## src/design/apcr_pkg.sv

```systemverilog
// apcr_pkg: shared types, widths and codes for the acceptor pulse credit relay
// no dependencies; used by the channel interfaces and the top level
`default_nettype none

package apcr_pkg;

	localparam int COUNT_WIDTH = 8;
	localparam int TIMER_WIDTH = 20;
	localparam int MS_WIDTH    = 16;
	localparam int LEVEL_WIDTH = 10;
	localparam int HOLD_WIDTH  = 20;
	localparam int CFG_IDX_W   = 3;
	localparam int CFG_DATA_W  = 20;

	typedef logic [COUNT_WIDTH-1:0] count_t;
	typedef logic [COUNT_WIDTH-2:0] credits_t;
	typedef logic [TIMER_WIDTH-1:0] timer_t;
	typedef logic [MS_WIDTH-1:0]    ms_t;
	typedef logic [LEVEL_WIDTH-1:0] level_t;
	typedef logic [HOLD_WIDTH-1:0]  hold_t;
	typedef logic [CFG_IDX_W-1:0]   cfg_idx_t;
	typedef logic [CFG_DATA_W-1:0]  cfg_data_t;

	localparam count_t COUNT_MAX = '1;
	localparam timer_t TIMER_MAX = '1;
	localparam ms_t    MS_MAX    = '1;

	// register indexes on the configuration port
	localparam cfg_idx_t CFG_AUDIO_TRIGGER_LEVEL = 3'd0;
	localparam cfg_idx_t CFG_START_PRESS_LEVEL   = 3'd1;
	localparam cfg_idx_t CFG_COIN_DEBOUNCE_MS    = 3'd2;
	localparam cfg_idx_t CFG_SETTLE_MS           = 3'd3;
	localparam cfg_idx_t CFG_PULSE_MS            = 3'd4;
	localparam cfg_idx_t CFG_MIC_CREDIT_HOLD_MS  = 3'd5;
	localparam cfg_idx_t CFG_AUDIO_HOLD_MS       = 3'd6;

	// register reset values
	localparam level_t RST_AUDIO_TRIGGER_LEVEL = 10'd150;
	localparam level_t RST_START_PRESS_LEVEL   = 10'd900;
	localparam ms_t    RST_COIN_DEBOUNCE_MS    = 16'd400;
	localparam ms_t    RST_SETTLE_MS           = 16'd1000;
	localparam ms_t    RST_PULSE_MS            = 16'd100;
	localparam hold_t  RST_MIC_CREDIT_HOLD_MS  = 20'd120000;
	localparam hold_t  RST_AUDIO_HOLD_MS       = 20'd120000;

	typedef enum logic [1:0] {
		PH_IDLE,
		PH_LEAD,
		PH_HIGH,
		PH_LOW
	} emit_phase_t;

	typedef struct packed {
		logic   bill_edge;
		logic   coin_edge;
		level_t audio_level;
		level_t start_level;
	} tick_t;

	typedef struct packed {
		logic credit_out;
		logic mic_enable;
	} relay_out_t;

endpackage

`default_nettype wire

```

## src/design/apcr_tick_if.sv

```systemverilog
// apcr_tick_if / apcr_out_if: valid/ready channels for tick items and results
// depends on apcr_pkg for the payload structs
`default_nettype none

interface apcr_tick_if;
	logic           valid;
	logic           ready;
	apcr_pkg::tick_t data;

	modport source (output valid, output data, input ready);
	modport sink   (input valid, input data, output ready);
endinterface

interface apcr_out_if;
	logic                valid;
	logic                ready;
	apcr_pkg::relay_out_t data;

	modport source (output valid, output data, input ready);
	modport sink   (input valid, input data, output ready);
endinterface

`default_nettype wire

```

## src/design/acceptor_pulse_credit_relay.sv

```systemverilog
// acceptor_pulse_credit_relay: coin/bill pulse counter, credit pulse relay, mic enable
// depends on apcr_pkg and the channel interfaces in apcr_tick_if.sv
//
// Usage: each transfer on "items" is one 1 ms tick carrying the bill and coin
// edges and two ADC samples. Each tick yields exactly one transfer on
// "results" with the credit line level and the mic enable for that tick. Registers
// are written through cfg_we/cfg_idx/cfg_data by the user only while no tick is in
// flight; the block does not enforce it. Indexes above the last register are ignored.
// Flow: a tick is captured in the input stage; the step that takes it
// updates all state and loads the result register, which offers the
// result on results until it is taken.
// Throughput: one tick per cycle while results.ready stays high; the state
// update is a single pass of counters and compares between the two stages.
// Stall: when results.ready is low the result register holds, the input
// stage holds one more tick, then items.ready drops; nothing is lost.
// Reset (arst_n low): counters, timers and flags clear, the sequencer goes
// idle, registers return to their defaults and both stages empty.
`default_nettype none

module acceptor_pulse_credit_relay (
	input  wire logic                 clk,
	input  wire logic                 arst_n,
	apcr_tick_if.sink                 items,
	apcr_out_if.source                results,
	input  wire logic                 cfg_we,
	input  wire apcr_pkg::cfg_idx_t   cfg_idx,
	input  wire apcr_pkg::cfg_data_t  cfg_data
);

	// configuration registers
	apcr_pkg::level_t audio_trig_q;
	apcr_pkg::level_t start_lvl_q;
	apcr_pkg::ms_t    coin_deb_q;
	apcr_pkg::ms_t    settle_q;
	apcr_pkg::ms_t    pulse_q;
	apcr_pkg::hold_t  credit_hold_q;
	apcr_pkg::hold_t  audio_hold_q;

	always_ff @(posedge clk or negedge arst_n) begin
		if (!arst_n) begin
			audio_trig_q  <= apcr_pkg::RST_AUDIO_TRIGGER_LEVEL;
			start_lvl_q   <= apcr_pkg::RST_START_PRESS_LEVEL;
			coin_deb_q    <= apcr_pkg::RST_COIN_DEBOUNCE_MS;
			settle_q      <= apcr_pkg::RST_SETTLE_MS;
			pulse_q       <= apcr_pkg::RST_PULSE_MS;
			credit_hold_q <= apcr_pkg::RST_MIC_CREDIT_HOLD_MS;
			audio_hold_q  <= apcr_pkg::RST_AUDIO_HOLD_MS;
		end else if (cfg_we) begin
			unique case (cfg_idx)
				apcr_pkg::CFG_AUDIO_TRIGGER_LEVEL:
					audio_trig_q <= cfg_data[apcr_pkg::LEVEL_WIDTH-1:0];
				apcr_pkg::CFG_START_PRESS_LEVEL:
					start_lvl_q <= cfg_data[apcr_pkg::LEVEL_WIDTH-1:0];
				apcr_pkg::CFG_COIN_DEBOUNCE_MS:
					coin_deb_q <= cfg_data[apcr_pkg::MS_WIDTH-1:0];
				apcr_pkg::CFG_SETTLE_MS:
					settle_q <= cfg_data[apcr_pkg::MS_WIDTH-1:0];
				apcr_pkg::CFG_PULSE_MS:
					pulse_q <= cfg_data[apcr_pkg::MS_WIDTH-1:0];
				apcr_pkg::CFG_MIC_CREDIT_HOLD_MS:
					credit_hold_q <= cfg_data[apcr_pkg::HOLD_WIDTH-1:0];
				apcr_pkg::CFG_AUDIO_HOLD_MS:
					audio_hold_q <= cfg_data[apcr_pkg::HOLD_WIDTH-1:0];
				default: ;
			endcase
		end
	end

	// pipeline control
	logic            s1_valid;
	apcr_pkg::tick_t tick_s1;
	logic            out_valid_s2;
	logic            step;

	assign step        = s1_valid && (!out_valid_s2 || results.ready);
	assign items.ready = !s1_valid || step;

	always_ff @(posedge clk or negedge arst_n) begin
		if (!arst_n) begin
			s1_valid     <= 1'b0;
			out_valid_s2 <= 1'b0;
		end else begin
			if (items.ready)
				s1_valid <= items.valid;
			if (step)
				out_valid_s2 <= 1'b1;
			else if (results.ready)
				out_valid_s2 <= 1'b0;
		end
	end

	always_ff @(posedge clk) begin
		if (items.valid && items.ready)
			tick_s1 <= items.data;
	end

	// relay state
	apcr_pkg::count_t      pulse_count_q;
	apcr_pkg::ms_t         since_check_q;
	apcr_pkg::ms_t         since_coin_q;
	apcr_pkg::credits_t    credits_left_q;
	apcr_pkg::emit_phase_t emit_phase_q;
	apcr_pkg::ms_t         phase_ms_q;
	logic                  keep_one_q;
	apcr_pkg::timer_t      credit_timer_q;
	apcr_pkg::timer_t      audio_timer_q;
	logic                  credit_armed_q;
	logic                  audio_active_q;
	logic                  start_pressed_q;

	apcr_pkg::count_t      pulse_count_d;
	apcr_pkg::ms_t         since_check_d;
	apcr_pkg::ms_t         since_coin_d;
	apcr_pkg::credits_t    credits_left_d;
	apcr_pkg::emit_phase_t emit_phase_d;
	apcr_pkg::ms_t         phase_ms_d;
	logic                  keep_one_d;
	apcr_pkg::timer_t      credit_timer_d;
	apcr_pkg::timer_t      audio_timer_d;
	logic                  credit_armed_d;
	logic                  audio_active_d;
	logic                  start_pressed_d;
	apcr_pkg::ms_t         pulse_len;
	logic                  phase_done;
	logic                  finish;

	assign pulse_len = (pulse_q == '0) ? apcr_pkg::ms_t'(1) : pulse_q;

	// next state for one tick
	always_comb begin
		since_check_d   = (since_check_q == apcr_pkg::MS_MAX) ? since_check_q
			: since_check_q + 1'b1;
		since_coin_d    = (since_coin_q == apcr_pkg::MS_MAX) ? since_coin_q
			: since_coin_q + 1'b1;
		credit_timer_d  = (credit_timer_q == apcr_pkg::TIMER_MAX) ? credit_timer_q
			: credit_timer_q + 1'b1;
		audio_timer_d   = (audio_timer_q == apcr_pkg::TIMER_MAX) ? audio_timer_q
			: audio_timer_q + 1'b1;
		pulse_count_d   = pulse_count_q;
		credits_left_d  = credits_left_q;
		emit_phase_d    = emit_phase_q;
		phase_ms_d      = phase_ms_q;
		keep_one_d      = keep_one_q;
		credit_armed_d  = credit_armed_q;
		audio_active_d  = audio_active_q;
		start_pressed_d = start_pressed_q;
		phase_done      = 1'b0;
		finish          = 1'b0;

		if (emit_phase_q == apcr_pkg::PH_IDLE) begin
			if (tick_s1.bill_edge) begin
				if (pulse_count_d != apcr_pkg::COUNT_MAX)
					pulse_count_d = pulse_count_d + 1'b1;
				since_check_d = '0;
			end
			if (tick_s1.coin_edge && (since_coin_d > coin_deb_q)) begin
				if (pulse_count_d != apcr_pkg::COUNT_MAX)
					pulse_count_d = pulse_count_d + 1'b1;
				since_check_d = '0;
				since_coin_d  = '0;
			end
			if (since_check_d > settle_q) begin
				since_check_d = '0;
				if (pulse_count_d > apcr_pkg::count_t'(1)) begin
					credits_left_d = pulse_count_d[apcr_pkg::COUNT_WIDTH-1:1];
					keep_one_d     = pulse_count_d[0];
					emit_phase_d   = apcr_pkg::PH_LEAD;
					phase_ms_d     = '0;
				end
			end
		end else begin
			phase_ms_d = (phase_ms_q == apcr_pkg::MS_MAX) ? phase_ms_q
				: phase_ms_q + 1'b1;
			phase_done = (phase_ms_d >= pulse_len);
			if (phase_done) begin
				phase_ms_d = '0;
				unique case (emit_phase_q)
					apcr_pkg::PH_LEAD: begin
						if (credits_left_q != '0)
							emit_phase_d = apcr_pkg::PH_HIGH;
						else
							finish = 1'b1;
					end
					apcr_pkg::PH_HIGH: emit_phase_d = apcr_pkg::PH_LOW;
					default: begin
						// end of a low phase: one credit delivered
						if (credits_left_d != '0)
							credits_left_d = credits_left_d - 1'b1;
						credit_armed_d = 1'b1;
						credit_timer_d = '0;
						if (credits_left_d != '0)
							emit_phase_d = apcr_pkg::PH_HIGH;
						else if (keep_one_q)
							emit_phase_d = apcr_pkg::PH_LEAD;
						else
							finish = 1'b1;
					end
				endcase
				if (finish) begin
					pulse_count_d  = apcr_pkg::count_t'(keep_one_q);
					keep_one_d     = 1'b0;
					credits_left_d = '0;
					emit_phase_d   = apcr_pkg::PH_IDLE;
				end
			end
		end

		if (tick_s1.audio_level > audio_trig_q) begin
			audio_active_d  = 1'b1;
			start_pressed_d = 1'b0;
			audio_timer_d   = '0;
		end
		if (tick_s1.start_level < start_lvl_q)
			start_pressed_d = 1'b1;
		if (32'(credit_timer_d) > 32'(credit_hold_q)) begin
			credit_armed_d  = 1'b0;
			start_pressed_d = 1'b0;
		end
		if (32'(audio_timer_d) > 32'(audio_hold_q))
			audio_active_d = 1'b0;
	end

	// result for this tick
	apcr_pkg::relay_out_t result_d;
	apcr_pkg::relay_out_t result_s2;

	always_comb begin
		result_d.credit_out = (emit_phase_d == apcr_pkg::PH_HIGH);
		result_d.mic_enable = (credit_armed_d && start_pressed_d) || audio_active_d;
	end

	always_ff @(posedge clk or negedge arst_n) begin
		if (!arst_n) begin
			pulse_count_q   <= '0;
			since_check_q   <= '0;
			since_coin_q    <= '0;
			credits_left_q  <= '0;
			emit_phase_q    <= apcr_pkg::PH_IDLE;
			phase_ms_q      <= '0;
			keep_one_q      <= 1'b0;
			credit_timer_q  <= '0;
			audio_timer_q   <= '0;
			credit_armed_q  <= 1'b0;
			audio_active_q  <= 1'b0;
			start_pressed_q <= 1'b0;
		end else if (step) begin
			pulse_count_q   <= pulse_count_d;
			since_check_q   <= since_check_d;
			since_coin_q    <= since_coin_d;
			credits_left_q  <= credits_left_d;
			emit_phase_q    <= emit_phase_d;
			phase_ms_q      <= phase_ms_d;
			keep_one_q      <= keep_one_d;
			credit_timer_q  <= credit_timer_d;
			audio_timer_q   <= audio_timer_d;
			credit_armed_q  <= credit_armed_d;
			audio_active_q  <= audio_active_d;
			start_pressed_q <= start_pressed_d;
		end
	end

	always_ff @(posedge clk) begin
		if (step)
			result_s2 <= result_d;
	end

	assign results.valid = out_valid_s2;
	assign results.data  = result_s2;

	// a high phase is only entered with a credit still to deliver
	a_high_has_credit: assert property (@(posedge clk) disable iff (!arst_n)
		emit_phase_q == apcr_pkg::PH_HIGH |-> credits_left_q != '0)
		else $error("credit pulse high with no credit left");

	// idle sequencer leaves nothing behind
	a_idle_clean: assert property (@(posedge clk) disable iff (!arst_n)
		emit_phase_q == apcr_pkg::PH_IDLE |-> credits_left_q == '0 && !keep_one_q)
		else $error("idle with leftover credits or kept pulse");

	// the count is frozen while credits are being sent
	a_count_frozen: assert property (@(posedge clk) disable iff (!arst_n)
		step && emit_phase_q != apcr_pkg::PH_IDLE && emit_phase_d != apcr_pkg::PH_IDLE
		|=> $stable(pulse_count_q))
		else $error("pulse count moved during emission");

	// a held tick stays in the input stage until it is processed
	a_s1_hold: assert property (@(posedge clk) disable iff (!arst_n)
		s1_valid && !step |=> s1_valid)
		else $error("tick dropped from input stage");

endmodule

`default_nettype wire
```

## src/flat_wrapper.sv

```systemverilog
// flat-port wrapper written by rule: the top's interface ports become plain ports
module acceptor_pulse_credit_relay_flat 
  (clk, arst_n, cfg_we, cfg_idx, cfg_data, items_valid, items_data, items_ready, results_valid, results_data, results_ready);
  apcr_tick_if items_i ();
  apcr_out_if results_i ();
  input  wire logic clk;
  input  wire logic arst_n;
  input  wire logic cfg_we;
  input  wire apcr_pkg::cfg_idx_t cfg_idx;
  input  wire apcr_pkg::cfg_data_t cfg_data;
  input wire logic [$bits(items_i.valid)-1:0] items_valid;
  input wire logic [$bits(items_i.data)-1:0] items_data;
  output wire logic [$bits(items_i.ready)-1:0] items_ready;
  output wire logic [$bits(results_i.valid)-1:0] results_valid;
  output wire logic [$bits(results_i.data)-1:0] results_data;
  input wire logic [$bits(results_i.ready)-1:0] results_ready;
  assign items_i.valid = items_valid;
  assign items_i.data = items_data;
  assign items_ready = items_i.ready;
  assign results_valid = results_i.valid;
  assign results_data = results_i.data;
  assign results_i.ready = results_ready;
  acceptor_pulse_credit_relay u_core (.clk(clk), .arst_n(arst_n), .items(items_i), .results(results_i), .cfg_we(cfg_we), .cfg_idx(cfg_idx), .cfg_data(cfg_data));
endmodule
```

## config.mk

```make
export PLATFORM = sky130hd
export DESIGN_NAME = acceptor_pulse_credit_relay_flat
export DESIGN_NICKNAME = d
export VERILOG_FILES = /design/src/design/apcr_pkg.sv /design/src/design/apcr_tick_if.sv /design/src/design/acceptor_pulse_credit_relay.sv /design/src/flat_wrapper.sv
export SDC_FILE = /design/constraint.sdc
export NUM_CORES = 1
export LEC_CHECK = 0
export ABC_AREA = 1
export BUFFER_PORTS_ARGS = -buffer_cell sky130_fd_sc_hd__buf_2
export CAP_MARGIN = 15
export CORE_MARGIN = 3
export CORE_UTILIZATION = 60
export DETAILED_ROUTE_END_ITERATION = 8
export PLACE_DENSITY = 0.78
export REMOVE_ABC_BUFFERS = 1
export SYNTH_ARGS = -nofsm -noshare
export SYNTH_HDL_FRONTEND = slang
export SYNTH_SLANG_ARGS = --single-unit
export TNS_END_PERCENT = 20
```

## constraint.sdc

```tcl
create_clock -name clk -period 6.5 [get_ports clk]
set_clock_uncertainty 0.05 [all_clocks]
set_input_delay 0.325 -clock clk [delete_from_list [all_inputs] [get_ports clk]]
set_output_delay 0.325 -clock clk [all_outputs]
set_load 0.02 [all_outputs]
```

# After elaboration in Yosys (flattened, before gate mapping)
# Cells that the tools add are included.
# totals
ff_bits,243
wordCells,162
# op_classes
addsub,8
magnitude_cmp,8
eq_ne,19
n_mux,71
reduce_logical,29
# ops
op,count
$mux 16,15
$mux 20,6
$mux 8,9
$mux 7,10
$add 16x1->16 const B,3
$eq 16x16->1 const B,3
$add 20x1->20 const B,2
$eq 20x20->1 const B,2
$gt 20x20->1,2
$gt 16x16->1,2
$mux 1,21
$add 8x1->8 const B,2
$ge 16x16->1,1
$logic_not 16->1,1
$mux 2,8
$ne 8x8->1 const B,2
$reduce_and 2->1,7
$reduce_bool 7->1,2
$gt 10x10->1,1
$lt 10x10->1,1
$reduce_and 5->1,2
$eq 3x3->1 const B,3
$gt 8x1->1 const B,1
$sub 7x1->7 const B,1
16 further kinds,28

# Depth between registers and ports, before layout
# logic_depth
depth_word,14
depth_mapped,41
mapped_depth_nobuf,39

# Worst setup path before layout
# OpenSTA, ideal clock, no wires.
# synth_timing
path_kind,reg-to-reg
from,register u_core.since_coin_q[0]
to,register u_core.since_check_q[15]
setup_ps,83
arrival_time_ps,4818
setup_slack_ps,1549
path_stages_with_launch,37
n_path_buf,3
period_less_slack_ps,4951
path_cell_list,dfrtp_1 -> ha_1 -> inv_1 -> nor3_1 -> nand3_1 -> nor2_1 -> inv_1 -> nor2_1 -> nand2_1 -> nand2_1 -> nor3_1 -> xor2_1 -> inv_1 -> ha_1 -> nand2_1 -> nor2_1 -> nand2_1 -> nand2_1 -> nand2_1 -> a21oi_2 -> buf_4 -> nor2_1 -> inv_1 -> clkbuf_1 -> nor2_1 -> ha_1 -> a21oi_1 -> nand3b_1 -> a21oi_1 -> a2111oi_0 -> nand2_1 -> nand2_1 -> inv_1 -> o21ai_0 -> nand2_1 -> buf_2 -> o22ai_1
# synth_between
elab_chain_cells,9
# synth_lines
element,line_no,text
start: declaration,acceptor_pulse_credit_relay.sv:100,apcr_pkg::ms_t since_coin_q;
start signal: assignment,acceptor_pulse_credit_relay.sv:249,since_coin_q <= since_coin_d;
$add 16x1->16 or $eq 16x16->1 (tied branches),"acceptor_pulse_credit_relay.sv:134, acceptor_pulse_credit_relay.sv:133",
$mux 16 *,acceptor_pulse_credit_relay.sv:133,since_coin_d = (since_coin_q == apcr_pkg::MS_MAX) ? since_coin_q
$gt 16x16->1 *,acceptor_pulse_credit_relay.sv:156,if (tick_s1.coin_edge && (since_coin_d > coin_deb_q)) begin
$logic_and 1x1->1 *,acceptor_pulse_credit_relay.sv:156,
$mux 16 *,acceptor_pulse_credit_relay.sv:156,
$mux 16 *,acceptor_pulse_credit_relay.sv:150,if (emit_phase_q == apcr_pkg::PH_IDLE) begin
$gt 16x16->1,acceptor_pulse_credit_relay.sv:162,if (since_check_d > settle_q) begin
$mux 16 *,acceptor_pulse_credit_relay.sv:162,
$mux 16 *,acceptor_pulse_credit_relay.sv:150,
end signal: assignment,acceptor_pulse_credit_relay.sv:248,since_check_q <= since_check_d;
end: declaration,acceptor_pulse_credit_relay.sv:99,apcr_pkg::ms_t since_check_q;
# Every way passes the cells marked *; elsewhere a longest branch is shown, timed or not. The select of a mux whose other input is x is not followed.
# A chain may end at the register's enable or synchronous reset.

# Final worst setup path
# layout_timing
from,register u_core.since_coin_q[0]
to,register u_core.since_check_q[7]
# Same word-level chain as after synthesis.

==> flow_summary.toml <==
[drt]
vias = 13300
wire_per_inst_um = 15.7
first_pass_iters = 5
viasPerCell = 5.56
drtIter0Drc = 1156
drt_drc_violations_left = 0
finalWirelength_um = 37500
ant_nets = 0

[critical_path]
cp_slowest_stage_delay_ns = 0.39
cp.required_ns = 6.90
r2r_start = "u_core.since_coin_q[0]"
worst-path-max-fanout = 16
end_kind = "flop"
arrival_ns = 6.18
cp_slowest_cell = "dfrtp_1"
cp-startpoint = "u_core.since_coin_q[0]"
startpoint_type = "flop"
cp_common_cell = "nand2_1"
critPathKind = "flop to flop"
ff2ff_setup_slack_ns = 0.72

[layout]
n_antenna_cell = 0
drive_gt1_share_pct = 10.1
nets = 2207
fin_util_pct = 69.3
stdcell_area_um2 = 17100
syn2layout_area_growth_pct = 12.3
finalNonFillerCells = 2383

[synth]
seq_area_frac_synth_pct = 41.1
yosys.area.top_type_share_pct = 30.5
yosysTopAreaCell = "dfrtp_1"
synth-main-ff-cell = "dfrtp_1"
syn-mean-instance-area_um2 = 7.70
synth_seq_cells = 243
synth_most_common_cell = "nand2_1"
syn_area_um2 = 15200
netlist_top_cells_count = "484 x nand2_1, 348 x inv_1, 218 x o21ai_0"
synthCells = 1974
async_reset_ff_share_pct = 90.1
synth.area.top_cells = "dfrtp_1 30%, nand2_1 12%, ha_1 9.7%"
ys_warn_count = 0
ys_types = 55
synth_edf_count = 24

[clocking]
post_cts_buffers = 0
root_buffer = "clkbuf_16"
clk_latency_ns = 0.54
clk_pin_slew_ns = 0.06
cts-resized-gates = 0
cts_buffer_depth = 3
cts_tree = "built"
cts.sinks = 243
h-tree-depth = 1
cts_made_buffers = 26

[power_and_ir_drop]
total_power_mw = 6.03
clkPwrFrac_pct = 29.4
power.ir.vdd_worst_mv = 0.285
p_sw_mw = 2.31
internal-power_mw = 3.71
leakage_nw = 8.52
comb_power_share_pct = 35.6
powerDensity_nw_per_um2 = 353
power.share.switching_pct = 38.4
pwr-share-seq_pct = 35.1

[timing]
holdWs_ns = 0.00846
relSlewSlack_pct = 29.3
period_needed_ns = 5.78
setup_viol = 0
fmax_ghz = 0.173
finalSetupTns_ns = 0
slew_viol_final = 0
finalHoldViolCount = 0
worst_pin_slew_ns = 1.06
fin_crit_sh_pct = 89.0
setup_ws_ns = 0.715
rsz0062_at_grt = "false"

[global_route]
grt_max_degree = 99
grt_pass1_wl_um = 61700
grt_use_total_pct = 27.9
antenna_found_initial = 2
first_global_vias = 12700
grt_remaining_overflow = 0

[die]
rows = 57
dieHeight_um = 165
die_area_um2 = 27300
dieWidth_um = 165
initial_utilization_pct = 61.8
fp.coreArea_um2 = 24600
design.portCount = 54

[status]
outcome = "complete, no violations"

[place]
hpwlAfterDp_um = 25700
dpl.cell_count = 2308
place_congestion = 0.927
place.port_buffers = 53
pre_cts_ws_ns = 0.807
dpl-instance-area_um2 = 15700

[worst_hold_path]
min_path_type = "input pin to flop"
hold_start = "cfg_data[16]"

[run]
drv_cap = 0
## critical path, delay by kind of cell (launching register included)
family	cells	cell delay, ns
fa+ha+maj	3	0.76
compound gates	6	1.20
xor+xnor	1	0.18
flops	1	0.39
simple gates	18	2.27
buf+inv	6	0.84
## power by group through the flow
stage          sequential, mW  clock, mW  combinational, mW
2_1_floorplan            2.06          0               1.57
3_3_place_gp             2.11          0               1.99
3_5_place_dp             2.12          0               2.07
4_1_cts                  2.11       1.79               2.12
5_1_grt                  2.15       1.84               2.46
6_report                 2.11       1.77               2.14
## logic make-up (layout without fill, tap and decap cells)
logic type	Yosys count	after routing	synth area share (%)
AO/OA/AOI/OAI	359	359	13.0
AND/OR/NAND/NOR	807	807	23.5
XOR/XNOR	44	44	2.54
flip-flops	243	243	41.1
adder cells (fa/ha/maj)	118	118	9.72
buffers and inverters	403	488	10.1
## worst paths after layout
kind,to,cells past startpoint
min in group asynchronous,u_core.pulse_count_q[3],2
min reg2reg,u_core.credits_left_q[0],2
max in group asynchronous,u_core.audio_trig_q[5],3
max,u_core.since_check_q[7],34
min,u_core.credit_hold_q[16],3
max reg2reg,u_core.since_check_q[7],34
## cell usage in the layout (no fill, tap or decap), types with 7 or more instances in the layout
cell	count
nand2_1	483
inv_1	348
o21ai_0	218
dfrtp_1	185
ha_1	118
nor2_1	107
nand3_1	78
a21oi_1	68
buf_2	52
nor3_1	48
xor2_1	39
dfstp_2	34
nand4_1	30
clkbuf_16	28
o22ai_1	26
dlygate4sd3_1	25
edfxtp_1	24
nand2_2	13
nor4_1	8
nor2_4	7
nand3_2	7
bufinv_16	7
## flip-flops by register name (all words and copies together), names as in the netlist
signal and flops:
u_core.settle_q 16, u_core.credit_armed_q 1, u_core.emit_phase_q 2, u_core.start_pressed_q 1, u_core.keep_one_q 1, u_core.audio_trig_q 10, u_core.phase_ms_q 16, u_core.audio_hold_q 20
u_core.since_coin_q 16, u_core.audio_timer_q 20, u_core.audio_active_q 1, u_core.start_lvl_q 10, u_core.since_check_q 16, u_core.results.data 2, u_core.results.valid 1, u_core.credit_timer_q 20
u_core.pulse_q 16, u_core.credit_hold_q 20, u_core.tick_s1 22, u_core.coin_deb_q 16, u_core.pulse_count_q 8, u_core.credits_left_q 7, u_core.s1_valid 1
## metal layers
metal  part of all wire [%]  vias up  GRT usage, %  wire length, um
met2                     47      404          45.9            17600
li1                       -     6524             -                -
met3                    6.0       91          3.77             2250
met1                     43     6230          38.1            16300
met4                    3.6        4          10.0             1330
met5                  0.061        -             0               23
## layout make-up
| cell class | instances | area [um^2] |
|---|---|---|
| clock buffer | 31 | 742 |
| clock inverter | 17 | 294 |
| fill | 1958 | 7550 |
| inverter | 354 | 1330 |
| multi-input combinational | 1328 | 7420 |
| sequential | 243 | 6240 |
| tap | 324 | 405 |
| timing repair buffer | 86 | 626 |
## repair_timing
item                                   CTS  global route
setup endpoints to repair                0             0
hold buffers                            25             0
endpoints found under the hold margin   94             0
Note: power is estimated with default switching activity, not from simulation.
